===== src/design/ffra_pkg.sv =====
// shared types and constants of the first-fit resource map allocator
`timescale 1ns / 1ps

package ffra_pkg;

    localparam int ADDR_W = 21;
    localparam int SIZE_W = 14;
    localparam int LEN_W  = 32;
    localparam int CTR_W  = 32;

    localparam logic KIND_ALLOC = 1'b0;
    localparam logic KIND_FREE  = 1'b1;

    localparam logic [2:0] ST_OK         = 3'd0;
    localparam logic [2:0] ST_TOO_LARGE  = 3'd1;
    localparam logic [2:0] ST_NO_PAGE    = 3'd2;
    localparam logic [2:0] ST_TABLE_FULL = 3'd3;
    localparam logic [2:0] ST_POOL_RESET = 3'd4;

    typedef struct packed {
        logic              kind;
        logic [SIZE_W-1:0] request_size;
        logic [ADDR_W-1:0] block_address;
    } req_t;

    typedef struct packed {
        logic [ADDR_W-1:0] granted_address;
        logic [2:0]        status;
    } rsp_t;

    // one free segment of the table
    typedef struct packed {
        logic [ADDR_W-1:0] start;
        logic [LEN_W-1:0]  len;
    } seg_t;

endpackage


===== src/design/ffra_seg_mem.sv =====
// segment table memory, one write and one registered read port
`timescale 1ns / 1ps

module ffra_seg_mem
    import ffra_pkg::*;
#(
    parameter int DEPTH = 64
) (
    input  logic                     clk,
    input  logic                     we,
    input  logic [$clog2(DEPTH)-1:0] waddr,
    input  seg_t                     wdata,
    input  logic                     re,
    input  logic [$clog2(DEPTH)-1:0] raddr,
    output seg_t                     rdata
);

    seg_t mem [DEPTH];

    // write port
    always_ff @(posedge clk)
    begin
        if (we)
        begin
            mem[waddr] <= wdata;
        end
    end

    // read port, data holds until the next read
    always_ff @(posedge clk)
    begin
        if (re)
        begin
            rdata <= mem[raddr];
        end
    end

endmodule


===== config.mk =====
export PLATFORM = sky130hd
export DESIGN_NAME = ffra_seg_mem
export DESIGN_NICKNAME = d
export VERILOG_FILES = /design/src/design/ffra_pkg.sv /design/src/design/ffra_seg_mem.sv
export SDC_FILE = /design/constraint.sdc
export NUM_CORES = 2
export LEC_CHECK = 0
export ABC_AREA = 0
export BUFFER_PORTS_ARGS = -buffer_cell sky130_fd_sc_hd__clkbuf_2
export CELL_PAD_IN_SITES_DETAIL_PLACEMENT = 0
export CELL_PAD_IN_SITES_GLOBAL_PLACEMENT = 1
export CORE_MARGIN = 3
export CORE_UTILIZATION = 45
export DETAILED_ROUTE_END_ITERATION = 8
export GPL_TIMING_DRIVEN = 0
export PLACE_DENSITY = 0.73
export SLEW_MARGIN = 20
export SYNTH_ARGS = -nofsm -noshare
export SYNTH_HDL_FRONTEND = slang
export SYNTH_SLANG_ARGS = --single-unit

===== constraint.sdc =====
create_clock -name clk -period 14.91 [get_ports clk]
set_input_delay 2.982 -clock clk [delete_from_list [all_inputs] [get_ports clk]]
set_output_delay 2.982 -clock clk [all_outputs]
set_load 0.01 [all_outputs]

==> flow_summary.ini <==
[status]
status = finished clean

[synthesis]
syn_inst = 5520
synth_edf_count = 3445
async_flop_share_pct = 0
synth_compound_area_share_pct = 2.71
synthAdderAreaFrac_pct = 0
synth-simple-area-share_pct = 1.01
ys.flop_type = edfxtp_1
synthTopCellsByCount = edfxtp_1 (3445), mux4_2 (806), o22ai_1 (182)
synth_top_family_by_area = multiplexers
synth_nets = 5588
netlist_area_um2 = 130000
synthXorXnorAreaFrac_pct = 0
muxShareOfSynthArea_pct = 15.4
yosys.cell_count.top_type = edfxtp_1
yosysSeqAreaShare_pct = 79.6
yosys_warnings = 0
synth.area.top_cells = edfxtp_1 (80%), mux4_2 (14%), mux2i_1 (1.0%)
ys_ff_latch = 3445
yosys.area.top_type = edfxtp_1
avgSynthCellArea_um2 = 23.5
yosysUniqueCellTypes = 37
netlist.area_leader.share_pct = 79.6

[floorplan]
start_util_pct = 45.4
fp.dieH_um = 543
io_pins = 121
rows = 196
die_w_um = 543
fp.dieArea_um2 = 295000
coreArea_um2 = 286000

[power]
p_per_area_nw_per_um2 = 133
p_leak_nw = 47.3
ir_drop_v = 0.000103
power.total_w = 0.0201

[critical_path]
crit_top_cell = buf_2
path_depth = 8
crit_fanout = 10
arrival_ns = 7.24
crit_path_end_kind = flop
cp-start-kind = input port
path_delay_family = buffers and inverters
critical_path_class = in2reg
required_ns = 15.60
reg2reg_depth = 5
cpMaxStageDelayCell = buf_2
worstPathCellList = buf_2 -> buf_2 -> buf_2 -> buf_2 -> buf_2 -> a211oi_1 -> o22ai_1 -> and3_1
cp_num_buf_inv = 5
max_stage_delay_ns = 0.79

[timing]
max-slew-margin-rel_pct = 13.4
hold_viol = 0
slew_viol_final = 0
rsz0062_at_grt = no
layout_min_cycle_time_ns = 6.54
fmax_mhz = 153
fin_tns_setup_ns = 0
finalCritPeriodShare_pct = 43.9
skew_ns = 0.0614
finalSetupViolCount = 0
tightest_slew_ns = 1.30

[global_routing]
grt_max_degree = 65
antenna_found_initial = 42
grt_pass1_wl_um = 536000
grt_pass1_vias = 65027
overflow = 0
grt_usage_pct = 26.4

[routing]
final_antenna_net_count = 0
drc_errors = 0
wl_per_cell_um = 38.1
initialDrtViolationCount = 11935
vias_per_cell = 6.50
drtPass1Iterations = 9
vias = 66696
totalWireLength_um = 391000

[placed_design]
portBuffers = 111
dpl_cell_area_um2 = 141000
gp_congestion = 0.837
hpwl_um = 266000

[final_layout]
fin_area_um2 = 152000
ff_latch_area_um2 = 103000
final_nets = 6280
final_core_util_pct = 53.0
fillers = 21124
multi_input_area_um2 = 25400
layout-drive-gt1-share_pct = 29.9
area_growth_pct = 16.8

[cts]
cts_resized = 0
ctsLongestPathBuffers = 4
cts_tree = yes
post_cts_buffers = 0
cts_root_buffer = clkbuf_16
clock-sinks = 3445
cts_hold_buf = 0
cts_max_level = 5
clkLatencyLatePin_ns = 0.89
path_clk_slew_ns = 0.06
cts_buffers = 337

[worst_hold_path]
min_path_cells = 4
hp-class = reg2reg

[flow_run]
drv_cap = 0
==> layout make-up <==
cell class                 instances  area share (%)
antenna                           26          0.0429
multi-input combinational       1760            16.8
buffer                           315            1.08
tap                             3762            3.10
clock buffer                     420            5.87
sequential                      3445            68.2
clock inverter                   175            1.07
timing repair buffer             353            3.92
==> kinds of logic (layout without fill, tap and decap cells) <==
family,Yosys count,after routing
buffers and inverters,315,1263
multiplexers,988,988
flip-flops,3445,3445
AO/OA/AOI/OAI,508,508
AND/OR/NAND/NOR,264,264
other,0,26
==> metal layers <==
metal  vias to the layer above  share of wire [%]  routed length, um  global-route usage [%]
li1                      25340                  -                  -                       -
met1                     35378                 36             142000                    36.5
met2                      5164                 45             176000                    39.2
met3                       802                 14              55000                    8.38
met4                        12                4.6              18000                    10.4
met5                         -              0.020                 80                   0.195
==> state kept, by name (all words and copies together) (netlist names) <==
| name | cells |
|---|---|
| mem | 3392 |
| rdata | 53 |
==> layout by cell type, fill, tap and decap left out, drive strengths merged, types with 6 or more instances in the layout <==
cell type and instances:
or2 6, a211oi 11, clkbuf 642, a22oi 35, o21ai 25, nand2 29
nor2b 24, bufinv 27, a22o 20, nand2b 14, buf 446, a221oi 43
inv 7, clkinvlp 13, mux4 806, clkinv 128, nor2 101, o22a 32
nand3 16, a21oi 81, o21a 10, o22ai 182, mux2i 136, diode 26
nor4 42, mux2 46, o221ai 67, and3 11, edfxtp 3445
==> path summary, 6_finish.rpt <==
path	startpoint	end	slack, ns
max	raddr[2]	rdata[5]	8.37
min reg2reg	mem[48][31]	rdata[31]	0.98
max reg2reg	mem[15][9]	rdata[9]	12.29
min	mem[48][31]	rdata[31]	0.98
==> worst register-to-register path, stage by stage, from the launching register on <==
cell and delay, ns:
edfxtp_1 0.38, mux4_2 0.49, mux2_2 0.29, a221oi_1 0.83, nor4_2 0.19, buf_6 0.22
==> through the flow <==
step                      cells  worst slack (ns)  hold WS [ns]
after floorplan            5520              7.29         0.839
after global placement     9393             0.955         0.951
after detailed placement   9634              7.48         0.971
after CTS                 10229              8.40         0.987
after global routing      10239              8.33          1.02
final                     10256              8.37         0.977
==> power by group <==
group	switching, W	total (W)	internal (W)
logic	0.000727	0.00108	0.000358
clock network	0.00358	0.00830	0.00471
registers	0.0000198	0.0108	0.0107
total	0.00433	0.0201	0.0158
Power figures use the tool's default switching activity.
